$ cat src/sv/bcd_pkg.sv
// Shared types, constants and drive curve for the breath cycle drive sequencer.
package bcd_pkg;

	localparam int TICK_W    = 12;
	localparam int PRESS_W   = 10;
	localparam int TIDAL_W   = 10;
	localparam int DRIVE_W   = 10;
	localparam int CFG_W     = 12;
	localparam int CFG_IDX_W = 3;
	localparam int POS_W     = 7;
	localparam int ROM_W     = 10;
	localparam int DIV_W     = 20;
	localparam int QUO_W     = 11;
	localparam int CNT_W     = 4;

	localparam int TIDAL_FULL_SCALE = 700;

	// reciprocal of the full scale tidal volume; exact for every 20-bit curve product
	localparam int RECIP_W     = 21;
	localparam int RECIP_SHIFT = 30;
	localparam int PROD_W      = DIV_W + RECIP_W;

	localparam logic [TICK_W-1:0]  TICK_MAX         = '1;
	localparam logic [TICK_W-1:0]  RST_INHALE_TICKS = 12'd200;
	localparam logic [TICK_W-1:0]  RST_EXHALE_TICKS = 12'd200;
	localparam logic [TIDAL_W-1:0] RST_TIDAL        = 10'd250;
	localparam logic [PRESS_W-1:0] RST_THRESHOLD    = 10'd80;

	localparam logic [POS_W-1:0]   POS_FULL    = 7'd100;
	localparam logic [CNT_W-1:0]   POS_STEPS   = CNT_W'(POS_W);
	localparam logic [RECIP_W-1:0] SCALE_RECIP =
		RECIP_W'((2 ** RECIP_SHIFT + TIDAL_FULL_SCALE - 1) / TIDAL_FULL_SCALE);
	localparam logic [DRIVE_W-1:0] DRIVE_MAX   = '1;

	typedef enum logic {
		PH_INHALE = 1'b0,
		PH_EXHALE = 1'b1
	} phase_t;

	typedef enum logic [CFG_IDX_W-1:0] {
		CFG_INHALE_TICKS = 3'd0,
		CFG_EXHALE_TICKS = 3'd1,
		CFG_TIDAL        = 3'd2,
		CFG_SPONT        = 3'd3,
		CFG_THRESHOLD    = 3'd4
	} cfg_idx_t;

	typedef enum logic [2:0] {
		S_IDLE,
		S_POS,
		S_MUL,
		S_SCALE,
		S_FINISH
	} state_t;

	typedef struct packed {
		logic             load;
		logic [DIV_W-1:0] num;
		logic [DIV_W-1:0] den;
		logic [CNT_W-1:0] steps;
	} div_cmd_t;

	localparam logic [ROM_W-1:0] DRIVE_CURVE [101] = '{
		10'd0,   10'd5,   10'd10,  10'd15,  10'd20,  10'd25,  10'd30,  10'd35,  10'd40,  10'd45,
		10'd50,  10'd55,  10'd60,  10'd65,  10'd70,  10'd75,  10'd80,  10'd85,  10'd90,  10'd95,
		10'd100, 10'd105, 10'd110, 10'd115, 10'd120, 10'd125, 10'd130, 10'd135, 10'd140, 10'd145,
		10'd150, 10'd155, 10'd160, 10'd165, 10'd170, 10'd175, 10'd180, 10'd185, 10'd190, 10'd195,
		10'd200, 10'd217, 10'd235, 10'd252, 10'd270, 10'd287, 10'd305, 10'd322, 10'd340, 10'd357,
		10'd375, 10'd392, 10'd410, 10'd427, 10'd445, 10'd462, 10'd480, 10'd497, 10'd515, 10'd532,
		10'd550, 10'd567, 10'd585, 10'd602, 10'd620, 10'd637, 10'd655, 10'd672, 10'd690, 10'd707,
		10'd725, 10'd742, 10'd760, 10'd777, 10'd795, 10'd812, 10'd830, 10'd847, 10'd865, 10'd882,
		10'd900, 10'd906, 10'd912, 10'd918, 10'd924, 10'd930, 10'd936, 10'd943, 10'd949, 10'd955,
		10'd961, 10'd967, 10'd973, 10'd979, 10'd986, 10'd992, 10'd998, 10'd1004, 10'd1010, 10'd1016,
		10'd1023
	};

	function automatic logic [ROM_W-1:0] drive_curve(input logic [POS_W-1:0] pos);
		logic [ROM_W-1:0] v;
		if (pos > POS_FULL) begin
			v = DRIVE_CURVE[POS_FULL];
		end else begin
			v = DRIVE_CURVE[pos];
		end
		return v;
	endfunction

endpackage

$ cat src/sv/bcd_div.sv
// Restoring divider: one compare and subtract per cycle.
module bcd_div (
	input  logic                        clk,
	input  logic                        arst_n,
	input  bcd_pkg::div_cmd_t           cmd,
	output logic                        busy,
	output logic [bcd_pkg::QUO_W-1:0]   quo
);
	import bcd_pkg::*;

	logic [DIV_W-1:0] rem_q;
	logic [DIV_W-1:0] den_q;
	logic [QUO_W-1:0] quo_q;
	logic [CNT_W-1:0] cnt_q;
	logic             busy_q;
	logic             ge;

	assign ge   = (rem_q >= den_q);
	assign busy = busy_q;
	assign quo  = quo_q;

	always_ff @(posedge clk or negedge arst_n) begin
		if (!arst_n) begin
			busy_q <= 1'b0;
			cnt_q  <= '0;
		end else if (cmd.load) begin
			busy_q <= 1'b1;
			cnt_q  <= cmd.steps - 1'b1;
		end else if (busy_q) begin
			if (cnt_q == '0) begin
				busy_q <= 1'b0;
			end else begin
				cnt_q <= cnt_q - 1'b1;
			end
		end
	end

	always_ff @(posedge clk) begin
		if (cmd.load) begin
			rem_q <= cmd.num;
			den_q <= cmd.den;
			quo_q <= '0;
		end else if (busy_q) begin
			if (ge) begin
				rem_q <= rem_q - den_q;
			end
			quo_q <= {quo_q[QUO_W-2:0], ge};
			den_q <= den_q >> 1;
		end
	end

endmodule

$ cat src/sv/breath_cycle_drive_sequencer.sv
// Breath cycle drive sequencer top level: settings, phase sequencer and result register.
// Flow: an exhale tick goes from acceptance straight to the result write; an inhale tick
// first runs 7 divider steps for the curve position (skipped when the position is full),
// then takes the position, forms the curve product, scales it by reciprocal multiply and writes it.
// No new tick is taken until the last one is written, and the write waits while the result
// register is stalled; a new tick is taken while the last result waits.
// Reset: asynchronous, active low; settings and active copies return to their defaults.
module breath_cycle_drive_sequencer (
	input  logic                          clk,
	input  logic                          arst_n,
	input  logic                          tick_valid,
	output logic                          tick_stall,
	input  logic [bcd_pkg::PRESS_W-1:0]   pressure_raw,
	input  logic                          settings_waiting,
	output logic                          result_valid,
	input  logic                          result_stall,
	output logic [bcd_pkg::DRIVE_W-1:0]   drive_value,
	output logic                          inhaling,
	output logic                          patient_triggered,
	output logic                          settings_taken,
	input  logic                          cfg_valid,
	output logic                          cfg_ready,
	input  logic [bcd_pkg::CFG_IDX_W-1:0] cfg_index,
	input  logic [bcd_pkg::CFG_W-1:0]     cfg_data
);
	import bcd_pkg::*;

	// settings
	logic [TICK_W-1:0]  new_inhale_q;
	logic [TICK_W-1:0]  new_exhale_q;
	logic [TIDAL_W-1:0] new_tidal_q;
	logic               spont_q;
	logic [PRESS_W-1:0] thresh_q;

	// breath state
	logic [TICK_W-1:0]  tick_q;
	phase_t             phase_q;
	logic [TICK_W-1:0]  act_inhale_q;
	logic [TICK_W-1:0]  act_exhale_q;
	logic [TIDAL_W-1:0] act_tidal_q;
	logic               pending_q;
	state_t             state_q;
	state_t             state_d;

	// per-tick work
	logic               trig_q;
	logic [POS_W-1:0]   pos_q;
	logic [DIV_W-1:0]   prod_q;
	logic [DRIVE_W-1:0] drive_q;

	// result register
	logic               result_valid_q;
	logic [DRIVE_W-1:0] drive_value_q;
	logic               inhaling_q;
	logic               triggered_q;
	logic               taken_q;

	logic               accept;
	logic               fin_go;
	logic [TICK_W-1:0]  tick_inc;
	logic               fire;
	logic [TICK_W-1:0]  tick_a;
	phase_t             phase_a;
	logic               pos_full_a;
	logic [DIV_W-1:0]   pos_num;
	logic [DIV_W-1:0]   scale_num;
	logic [PROD_W-1:0]  recip_prod;
	logic [QUO_W-1:0]   scale_quo;
	logic               inh_to;
	phase_t             phase_m;
	logic [TICK_W-1:0]  tick_m;
	logic               exh_to;
	phase_t             phase_f;
	logic [TICK_W-1:0]  tick_f;
	logic               swap;
	logic [DRIVE_W-1:0] drive_clamped;

	div_cmd_t           div_cmd;
	logic               div_busy;
	logic [QUO_W-1:0]   div_quo;

	bcd_div u_div (
		.clk    (clk),
		.arst_n (arst_n),
		.cmd    (div_cmd),
		.busy   (div_busy),
		.quo    (div_quo)
	);

	assign cfg_ready = 1'b1;

	// tick advance and spontaneous trigger, seen at acceptance
	assign tick_inc   = (tick_q == TICK_MAX) ? tick_q : tick_q + 1'b1;
	assign fire       = spont_q && (phase_q == PH_EXHALE) && (pressure_raw <= thresh_q);
	assign tick_a     = fire ? '0 : tick_inc;
	assign phase_a    = fire ? PH_INHALE : phase_q;
	assign pos_full_a = (tick_a >= act_inhale_q);
	assign pos_num    = DIV_W'(tick_a) * DIV_W'(POS_FULL);
	assign scale_num  = DIV_W'(drive_curve(pos_q)) * DIV_W'(act_tidal_q);

	// divide the curve product by the full scale tidal volume
	assign recip_prod = PROD_W'(prod_q) * PROD_W'(SCALE_RECIP);
	assign scale_quo  = recip_prod[RECIP_SHIFT +: QUO_W];

	// phase timeouts, applied when the result is written
	assign inh_to  = (phase_q == PH_INHALE) && ((tick_q >= act_inhale_q) || (tick_q == TICK_MAX));
	assign phase_m = inh_to ? PH_EXHALE : phase_q;
	assign tick_m  = inh_to ? '0 : tick_q;
	assign exh_to  = (phase_m == PH_EXHALE)
		&& ((tick_m >= act_exhale_q) || (tick_m == TICK_MAX));
	assign phase_f = exh_to ? PH_INHALE : phase_m;
	assign tick_f  = exh_to ? '0 : tick_m;
	assign swap    = exh_to && pending_q;

	assign drive_clamped = (scale_quo > QUO_W'(DRIVE_MAX)) ? DRIVE_MAX : scale_quo[DRIVE_W-1:0];

	assign fin_go = !result_valid_q || !result_stall;

	always_comb begin
		state_d = state_q;
		unique case (state_q)
			S_IDLE: begin
				if (accept) begin
					if (phase_a == PH_EXHALE) begin
						state_d = S_FINISH;
					end else if (pos_full_a) begin
						state_d = S_MUL;
					end else begin
						state_d = S_POS;
					end
				end
			end
			S_POS: begin
				if (!div_busy) begin
					state_d = S_MUL;
				end
			end
			S_MUL: begin
				state_d = S_SCALE;
			end
			S_SCALE: begin
				state_d = S_FINISH;
			end
			S_FINISH: begin
				if (fin_go) begin
					state_d = S_IDLE;
				end
			end
			default: begin
				state_d = S_IDLE;
			end
		endcase
	end

	always_comb begin
		tick_stall    = 1'b1;
		div_cmd.load  = 1'b0;
		div_cmd.num   = pos_num;
		div_cmd.den   = DIV_W'(act_inhale_q) << (POS_W - 1);
		div_cmd.steps = POS_STEPS;
		unique case (state_q)
			S_IDLE: begin
				tick_stall   = 1'b0;
				div_cmd.load = tick_valid && (phase_a == PH_INHALE) && !pos_full_a;
			end
			S_POS, S_MUL, S_SCALE, S_FINISH: begin
				tick_stall = 1'b1;
			end
			default: begin
				tick_stall = 1'b1;
			end
		endcase
	end

	assign accept = tick_valid && !tick_stall;

	always_ff @(posedge clk or negedge arst_n) begin
		if (!arst_n) begin
			state_q        <= S_IDLE;
			new_inhale_q   <= RST_INHALE_TICKS;
			new_exhale_q   <= RST_EXHALE_TICKS;
			new_tidal_q    <= RST_TIDAL;
			spont_q        <= 1'b0;
			thresh_q       <= RST_THRESHOLD;
			tick_q         <= '0;
			phase_q        <= PH_INHALE;
			act_inhale_q   <= RST_INHALE_TICKS;
			act_exhale_q   <= RST_EXHALE_TICKS;
			act_tidal_q    <= RST_TIDAL;
			pending_q      <= 1'b0;
			result_valid_q <= 1'b0;
		end else begin
			state_q <= state_d;
			if (cfg_valid && cfg_ready) begin
				unique case (cfg_index)
					CFG_INHALE_TICKS: new_inhale_q <= cfg_data;
					CFG_EXHALE_TICKS: new_exhale_q <= cfg_data;
					CFG_TIDAL:        new_tidal_q  <= cfg_data[TIDAL_W-1:0];
					CFG_SPONT:        spont_q      <= cfg_data[0];
					CFG_THRESHOLD:    thresh_q     <= cfg_data[PRESS_W-1:0];
					default: begin
					end
				endcase
			end
			if (accept) begin
				pending_q <= pending_q | settings_waiting;
				tick_q    <= tick_a;
				phase_q   <= phase_a;
			end
			if ((state_q == S_FINISH) && fin_go) begin
				tick_q         <= tick_f;
				phase_q        <= phase_f;
				result_valid_q <= 1'b1;
				if (swap) begin
					act_inhale_q <= new_inhale_q;
					act_exhale_q <= new_exhale_q;
					act_tidal_q  <= new_tidal_q;
					pending_q    <= 1'b0;
				end
			end else if (result_valid_q && !result_stall) begin
				result_valid_q <= 1'b0;
			end
		end
	end

	always_ff @(posedge clk) begin
		if (accept) begin
			trig_q  <= fire;
			drive_q <= '0;
			if (pos_full_a) begin
				pos_q <= POS_FULL;
			end
		end
		if ((state_q == S_POS) && !div_busy) begin
			pos_q <= div_quo[POS_W-1:0];
		end
		if (state_q == S_MUL) begin
			prod_q <= scale_num;
		end
		if (state_q == S_SCALE) begin
			drive_q <= drive_clamped;
		end
		if ((state_q == S_FINISH) && fin_go) begin
			drive_value_q <= drive_q;
			inhaling_q    <= (phase_f == PH_INHALE);
			triggered_q   <= trig_q;
			taken_q       <= swap;
		end
	end

	assign result_valid      = result_valid_q;
	assign drive_value       = drive_value_q;
	assign inhaling          = inhaling_q;
	assign patient_triggered = triggered_q;
	assign settings_taken    = taken_q;

	a_accept_leaves_idle: assert property (@(posedge clk) disable iff (!arst_n)
		accept |=> (state_q != S_IDLE))
		else $error("accepted word did not start the sequencer");

	a_taken_means_inhale: assert property (@(posedge clk) disable iff (!arst_n)
		(result_valid && settings_taken) |-> inhaling)
		else $error("settings swapped without a new inhale");

	a_scale_only_inhale: assert property (@(posedge clk) disable iff (!arst_n)
		((state_q == S_POS) || (state_q == S_SCALE)) |-> (phase_q == PH_INHALE))
		else $error("drive computed during exhale");

	a_div_done_in_wait: assert property (@(posedge clk) disable iff (!arst_n)
		$fell(div_busy) |-> (state_q == S_POS))
		else $error("divider finished outside the position wait");

endmodule
$ cat config.mk
export PLATFORM = sky130hd
export DESIGN_NAME = breath_cycle_drive_sequencer
export DESIGN_NICKNAME = d
export VERILOG_FILES = /design/src/sv/bcd_pkg.sv /design/src/sv/bcd_div.sv /design/src/sv/breath_cycle_drive_sequencer.sv
export SDC_FILE = /design/constraint.sdc
export NUM_CORES = 1
export LEC_CHECK = 0
export BUFFER_PORTS_ARGS = -buffer_cell sky130_fd_sc_hd__buf_2
export CAP_MARGIN = 20
export CORE_MARGIN = 8
export CORE_UTILIZATION = 30
export DETAILED_ROUTE_END_ITERATION = 16
export GPL_ROUTABILITY_DRIVEN = 0
export MAX_ROUTING_LAYER = met4
export PLACE_DENSITY_LB_ADDON = 0.05
export SETUP_SLACK_MARGIN = 0.02
export SYNTH_ARGS = -nofsm -noshare
export SYNTH_HDL_FRONTEND = slang
export SYNTH_SLANG_ARGS = --single-unit
export TNS_END_PERCENT = 5
$ cat constraint.sdc
create_clock -name clk -period 6.4 [get_ports clk]
set_clock_uncertainty 0.15 [all_clocks]
set_input_delay 0.64 -clock clk [delete_from_list [all_inputs] [get_ports clk]]
set_output_delay 0.64 -clock clk [all_outputs]
set_load 0.03 [all_outputs]
; Word level (Yosys, flattened, before mapping)
; Memory sizes are Yosys's and may differ from the RTL's.
; Index checks and enable logic that the tools add are counted.
; Widths: inputs -> output; s select.
[totals]
ff_bits = 198
elab_cells = 145
mem_bits_rw = 0
latchBits = 0
in_bits = 31
memories = 1
mem_bits_ro = 1280
[classes]
n_lt_le_gt_ge = 8
mux = 44
mul = 3
shift = 0
addsub = 3
div_mod_pow = 0
eq_ne = 14
reduce_logical = 39
n_bitwise = 5
[memory_table]
columns = memory, depth, width, rd, rd_clocked_by_memory_dff, write_ports, line_no
row1 = (name not given), 128, 10, 1, 0, 0, bcd_pkg.sv:82  ; v = DRIVE_CURVE[pos];
[ops]
columns = cell, n
row1 = $mux 12, 6
row2 = $mux 10, 6
row3 = $mux 19, 3
row4 = $mul 20x21->41 const B, 1
row5 = $ge 12x12->1, 3
row6 = $mux 18, 2
row7 = $eq 12x12->1 const B, 2
row8 = $mux 7, 3
row9 = $ge 20x18->1, 1
row10 = $mul 10x10->20, 1
row11 = $reduce_and 2->1, 10
row12 = $sub 20x18->20, 1
row13 = $mul 12x5->17 const B, 1
row14 = $mux 1, 15
row15 = $pmux 3 s5, 1
row16 = $reduce_bool 2->1, 7
row17 = $add 12x1->12 const B, 1
row18 = $eq 3x2->1 const B, 4
row19 = $mux 3, 4
row20 = $mux 4, 3
row21 = $gt 11x10->1 const B, 1
row22 = $logic_and 1x1->1, 11
row23 = $le 10x10->1, 1
row24 = $ge 8x8->1 const B, 1
row25 = other kinds (14), 27

; Depth between registers and ports, before layout
[depth]
ltp_word = 10
ltp_mapped = 27
ltp_nobuf = 27

; By module
; Synthesis repeated with hierarchy kept, for this count alone.
[unflattened]
cells_unflattened = 2304
area_unflattened_um2 = 23493.8
[modules_own_cells]
columns = module, seq_area_each_um2, cells_each, area_per_inst_um2, n_inst
row1 = breath_cycle_drive_sequencer, 3991.3, 1941, 20036.7, 1
row2 = bcd_div, 1546.5, 363, 3457.1, 1

; Worst setup path after synthesis
; OpenSTA, ideal clock, no wires.
[synth_path]
kind = register to register
startpoint = reg pos_q[2]
endpoint = reg prod_q[19] (data pin)
arrival_time_ps = 6275
synth_period_minus_slack_ps = 6685
setup_slack_ps = -285
stages_incl_launch_ff = 24
n_path_buf = 1
cell_sequence = edfxtp_1 -> clkbuf_1 -> clkinv_1 -> ha_1 -> or2_2 -> mux4_2 -> a21oi_1 -> o21ai_1 -> and2_1 -> fa_1 -> inv_1 -> fa_1 -> inv_1 -> fa_1 -> fa_1 -> fa_1 -> ha_1 -> and3_1 -> nand4_1 -> nand3_1 -> a41oi_1 -> o21ai_0 -> a21oi_1 -> xnor2_1
[synth_via]
elab_chain_len = 6
[synth_lines]
columns = item, line_no
row1 = start: declaration, breath_cycle_drive_sequencer.sv:47  ; logic [POS_W-1:0] pos_q;
row2 = start signal: assignment, breath_cycle_drive_sequencer.sv:235  ; pos_q <= div_quo[POS_W-1:0];
row3 = $not 7->8 (not written as such), bcd_pkg.sv:82
row4 = $mem_v2 128x10, -
row5 = $mux 10 (not written as such) (2 in a row), bcd_pkg.sv:82
row6 = $mux 10 *, bcd_pkg.sv:79  ; if (pos > POS_FULL) begin
row7 = $mul 10x10->20 *, breath_cycle_drive_sequencer.sv:99  ; assign scale_num = DIV_W'(drive_curve(pos_q)) * DIV_W'(act_tidal_q);
row8 = net scale_num[19], breath_cycle_drive_sequencer.sv:66  ; logic [DIV_W-1:0] scale_num;
row9 = end signal: assignment, breath_cycle_drive_sequencer.sv:238  ; prod_q <= scale_num;
row10 = end: declaration, breath_cycle_drive_sequencer.sv:48  ; logic [DIV_W-1:0] prod_q;
; The timed path passes the listed nets; every way through them passes the cells marked *. The select of a mux whose other input is x is not followed.
; A chain may end at the register's enable or synchronous reset.

; Worst setup path in the final report
[layout_path]
startpoint = reg prod_q[8]
endpoint = reg drive_q[6] (data pin)
[layout_via]
elab_chain_len = 4
[layout_lines]
columns = item, line_no
row1 = $mul 20x21->41 *, breath_cycle_drive_sequencer.sv:102  ; assign recip_prod = PROD_W'(prod_q) * PROD_W'(SCALE_RECIP);
row2 = $gt 11x10->1, breath_cycle_drive_sequencer.sv:115  ; assign drive_clamped = (scale_quo > QUO_W'(DRIVE_MAX)) ? DRIVE_MAX : scale_quo[DRIVE_W-1:0];
row3 = $mux 10 *, breath_cycle_drive_sequencer.sv:115
row4 = $mux 10 *, breath_cycle_drive_sequencer.sv:240  ; if (state_q == S_SCALE) begin
row5 = end signal: assignment, breath_cycle_drive_sequencer.sv:241  ; drive_q <= drive_clamped;
row6 = end: declaration, breath_cycle_drive_sequencer.sv:49  ; logic [DRIVE_W-1:0] drive_q;
; Every way passes the cells marked *; elsewhere a longest branch is shown, timed or not.

==> results.toml <==
[run_status]
status = "complete, but fails checks"
violations = "negative setup slack"

[place]
placedCellCount = 3496
post-dp-hpwl_um = 52400
io_buffers = 45

[logic_synthesis]
synth_cells = 2256
synth_edf_count = 80
async_flop_share_pct = 51.5
seq_area_frac_synth_pct = 23.0
syn_area_um2 = 23100
ys_ff_latch = 198
ys_dominant_reg_cell = "edfxtp_1"
synth.distinct_cells = 83
synth_warnings = 0
syn-num-nets = 2903
synth.avg_cell_area_um2 = 10.2

[clocking]
clkSlewWorstSetupHoldPaths_ns = 0.08
insertion_delay_ns = 0.48
ctsHtreeMaxLevel = 4
numCtsBuffers = 17
cts_tree = "yes"
clock_sinks = 198
cts-root-buf = "clkbuf_16"
clockBufferDepth = 2

[die]
start_util_pct = 30.3
core_um2 = 76100
die_h_um = 293
ioPinCount = 47
rows = 101
die_w_um = 293
dieArea_um2 = 86000

[sta]
max_slew.worst_pin.slew_ns = 0.945
fmaxAchievable_ghz = 0.151
drv_slew = 0
final-setup-viol-count = 10
hold_viol_final = 0
setup_slack_ns = -0.203
finalCritPeriodShare_pct = 103
fin_crit_ns = 6.60
whs_ns = 0.259
rsz0062_at_grt = "yes"
slew_headroom_pct = 36.9

[critical_path]
worst_path_max_delay_cell = "fa_2"
critical_path_arrival_ns = 6.64
worstPathRequired_ns = 6.44
endpoint_kind = "register"
slowest_delay_ns = 0.64
critical_path_class = "register to register"
crit_fanout = 8
cpMostUsedCell = "fa_1"
cp-start-kind = "register"
path_cells = "fa_2 > inv_2 > fa_2 > fa_1 > inv_1 > fa_1 > fa_2 > fa_1 > inv_1 > fa_1 > inv_2 > ha_4 > a211oi_4 > nor2_1 > nor4_2 > a41oi_2 > buf_6 > a31oi_4 > o21ai_4 > o31ai_4 > xnor2_4 > a21oi_1"
critical_path.top_delay_family = "adder cells"
worst-path-buf-inv = 5

[drt]
detail-route-antenna-nets = 0
dr.pass1.iters = 5
dr_total_vias = 16043
post-route-drc-count = 0
drt_iter0_markers = 595
routed_wl_um = 62000
vias_per_cell = 4.54
avgRoutedWirePerCell_um = 17.5

[global_routing]
overflow = 0
grt_pass1_wl_um = 99500
grt_max_degree = 64
grt_pass1_vias = 17317
antenna_found_initial = 0
grt_usage_pct = 15.1

[finish]
finalNonFillerCells = 3535
area_growth_pct = 16.7
drive_above_1_share_pct = 19.4
fin_nets = 3139
diodes = 0
final_util_pct = 35.4

[run]
drv_cap = 0

[worst_hold_path]
hp-class = "primary input to register"
-- layout by cell type (no fill, tap or decap), types with 11 or more instances in the layout --
master,instances
dfrtp_1,76
clkbuf_16,18
buf_2,44
o22ai_1,12
mux2_4,30
nor2b_1,19
inv_1,434
nand3_1,23
o211ai_1,16
nand2b_1,21
a31oi_1,11
a21o_1,27
nor2_1,83
nor3_1,18
o21bai_1,11
fa_1,249
o31ai_1,12
o21a_1,11
xnor2_1,39
a21oi_1,87
a211oi_1,12
ha_1,349
mux2_2,41
edfxtp_1,80
mux2i_1,20
buf_4,218
nand4_1,15
nand2_1,157
o21ai_0,56
dfxtp_1,16
and2_1,54
xor2_1,33
dfstp_2,26
-- timing repair --
action / 4_1_cts / 5_1_grt
pin swaps: 11 / 12
hold endpoints to repair: 33 / 0
endpoints found under the setup margin: 14 / 18
hold buffers: 1 / 0
buffers inserted: 3 / 3
gates resized for setup: 26 / 24
-- cell usage after synthesis (14+ instances only) --
cell      instances  area, um2
mux2_4           30        450
nand4_1          15       93.8
and2_1           54        338
nor2_1           85        319
a21o_1           27        203
xnor2_1          39        342
nand3_1          24        120
xor2_1           34        298
dfstp_2          26        683
o21ai_0          61        305
inv_1           440       1650
a21oi_1          93        465
nand2_1         157        589
nor3_1           19       95.1
o31ai_1          14        105
o211ai_1         16        120
nand2b_1         21        131
clkbuf_1         39        146
ha_1            358       4480
nor2b_1          19        119
dfrtp_1          76       1900
dfxtp_1          16        320
mux2i_1          20        200
fa_1            258       5160
edfxtp_1         80       2400
mux2_2           41        462
-- worst reg2reg max path, delay by kind of cell, from the launching register on --
kind	cells	cell delay (ns)
flip-flops	1	0.43
AO/OA/AOI/OAI	6	1.07
AND/OR/NAND/NOR	2	0.34
adder cells (fa/ha/maj)	8	3.71
XOR/XNOR	1	0.24
buffers and inverters	5	0.41
-- worst paths after layout --
path	start	to	slack (ns)	cells after the start
max in group asynchronous	arst_n	act_tidal_q[2]	4.30	3
min in group asynchronous	arst_n	act_inhale_q[11]	0.52	2
hold reg to reg	trig_q	patient_triggered	0.27	0
setup / recovery	prod_q[8]	drive_q[6]	-0.20	22
hold / removal	result_stall	result_valid	0.26	3
setup reg to reg	prod_q[8]	drive_q[6]	-0.20	22
-- registers in the layout (all words and copies together), names as in the netlist, 3 cells and up --
signal,cells
act_exhale_q,12
act_inhale_q,12
u_div.rem_q,20
u_div.den_q,18
new_inhale_q,12
tick_q,12
new_exhale_q,12
prod_q,20
drive_value,10
u_div.cnt_q,4
pos_q,7
drive_q,10
u_div.quo,7
thresh_q,10
act_tidal_q,10
state_q,3
new_tidal_q,10
-- routing by layer --
layer | wire (um) | GRT usage, % | part of all wire, % | vias to the layer above
met1 | 29600 | 19.5 | 48 | 7941
met3 | 922 | 1.71 | 1.5 | 49
met2 | 30300 | 25.3 | 49 | 111
met5 | 0 | - | 0 | -
met4 | 1170 | 3.73 | 1.9 | 0
li1 | - | - | - | 7942
-- layout make-up --
type,instances,area (um2)
fillers,7894,49100
multi-input cells,1563,16100
flip-flops and latches,198,5310
repair buffers,271,1980
inverters,441,1660
well taps,1030,1290
clock buffers,18,450
clock inverters,14,109
-- kinds of logic (layout without fill, tap and decap cells) --
kind of cell / count (synthesis) / count (layout) / share of synthesized area [%]
AO/OA/AOI/OAI: 336 / 336 / 9.69
AND/OR/NAND/NOR: 443 / 443 / 9.37
buffers and inverters: 495 / 744 / 8.22
XOR/XNOR: 74 / 74 / 2.89
flip-flops: 198 / 198 / 23.0
multiplexers: 93 / 93 / 5.02
adder cells (fa/ha/maj): 616 / 616 / 41.8
other: 1 / 1 / 0.0163
-- stage by stage --
step / setup TNS (ns) / setup WS (ns) / area [um2]
6_report: -1.52 / -0.203 / 26900
5_1_grt: -5.34 / -0.489 / 26900
4_1_cts: -1.93 / -0.246 / 26800
3_5_place_dp: -4.37 / -0.449 / 26100
3_3_place_gp: -2.94 / -0.306 / 26100
2_1_floorplan: -0.0435 / -0.0159 / 23100
Power is left out: the tool's default activity adds up to more than one toggle a clock period on the data nets, which glitch-free logic cannot reach.
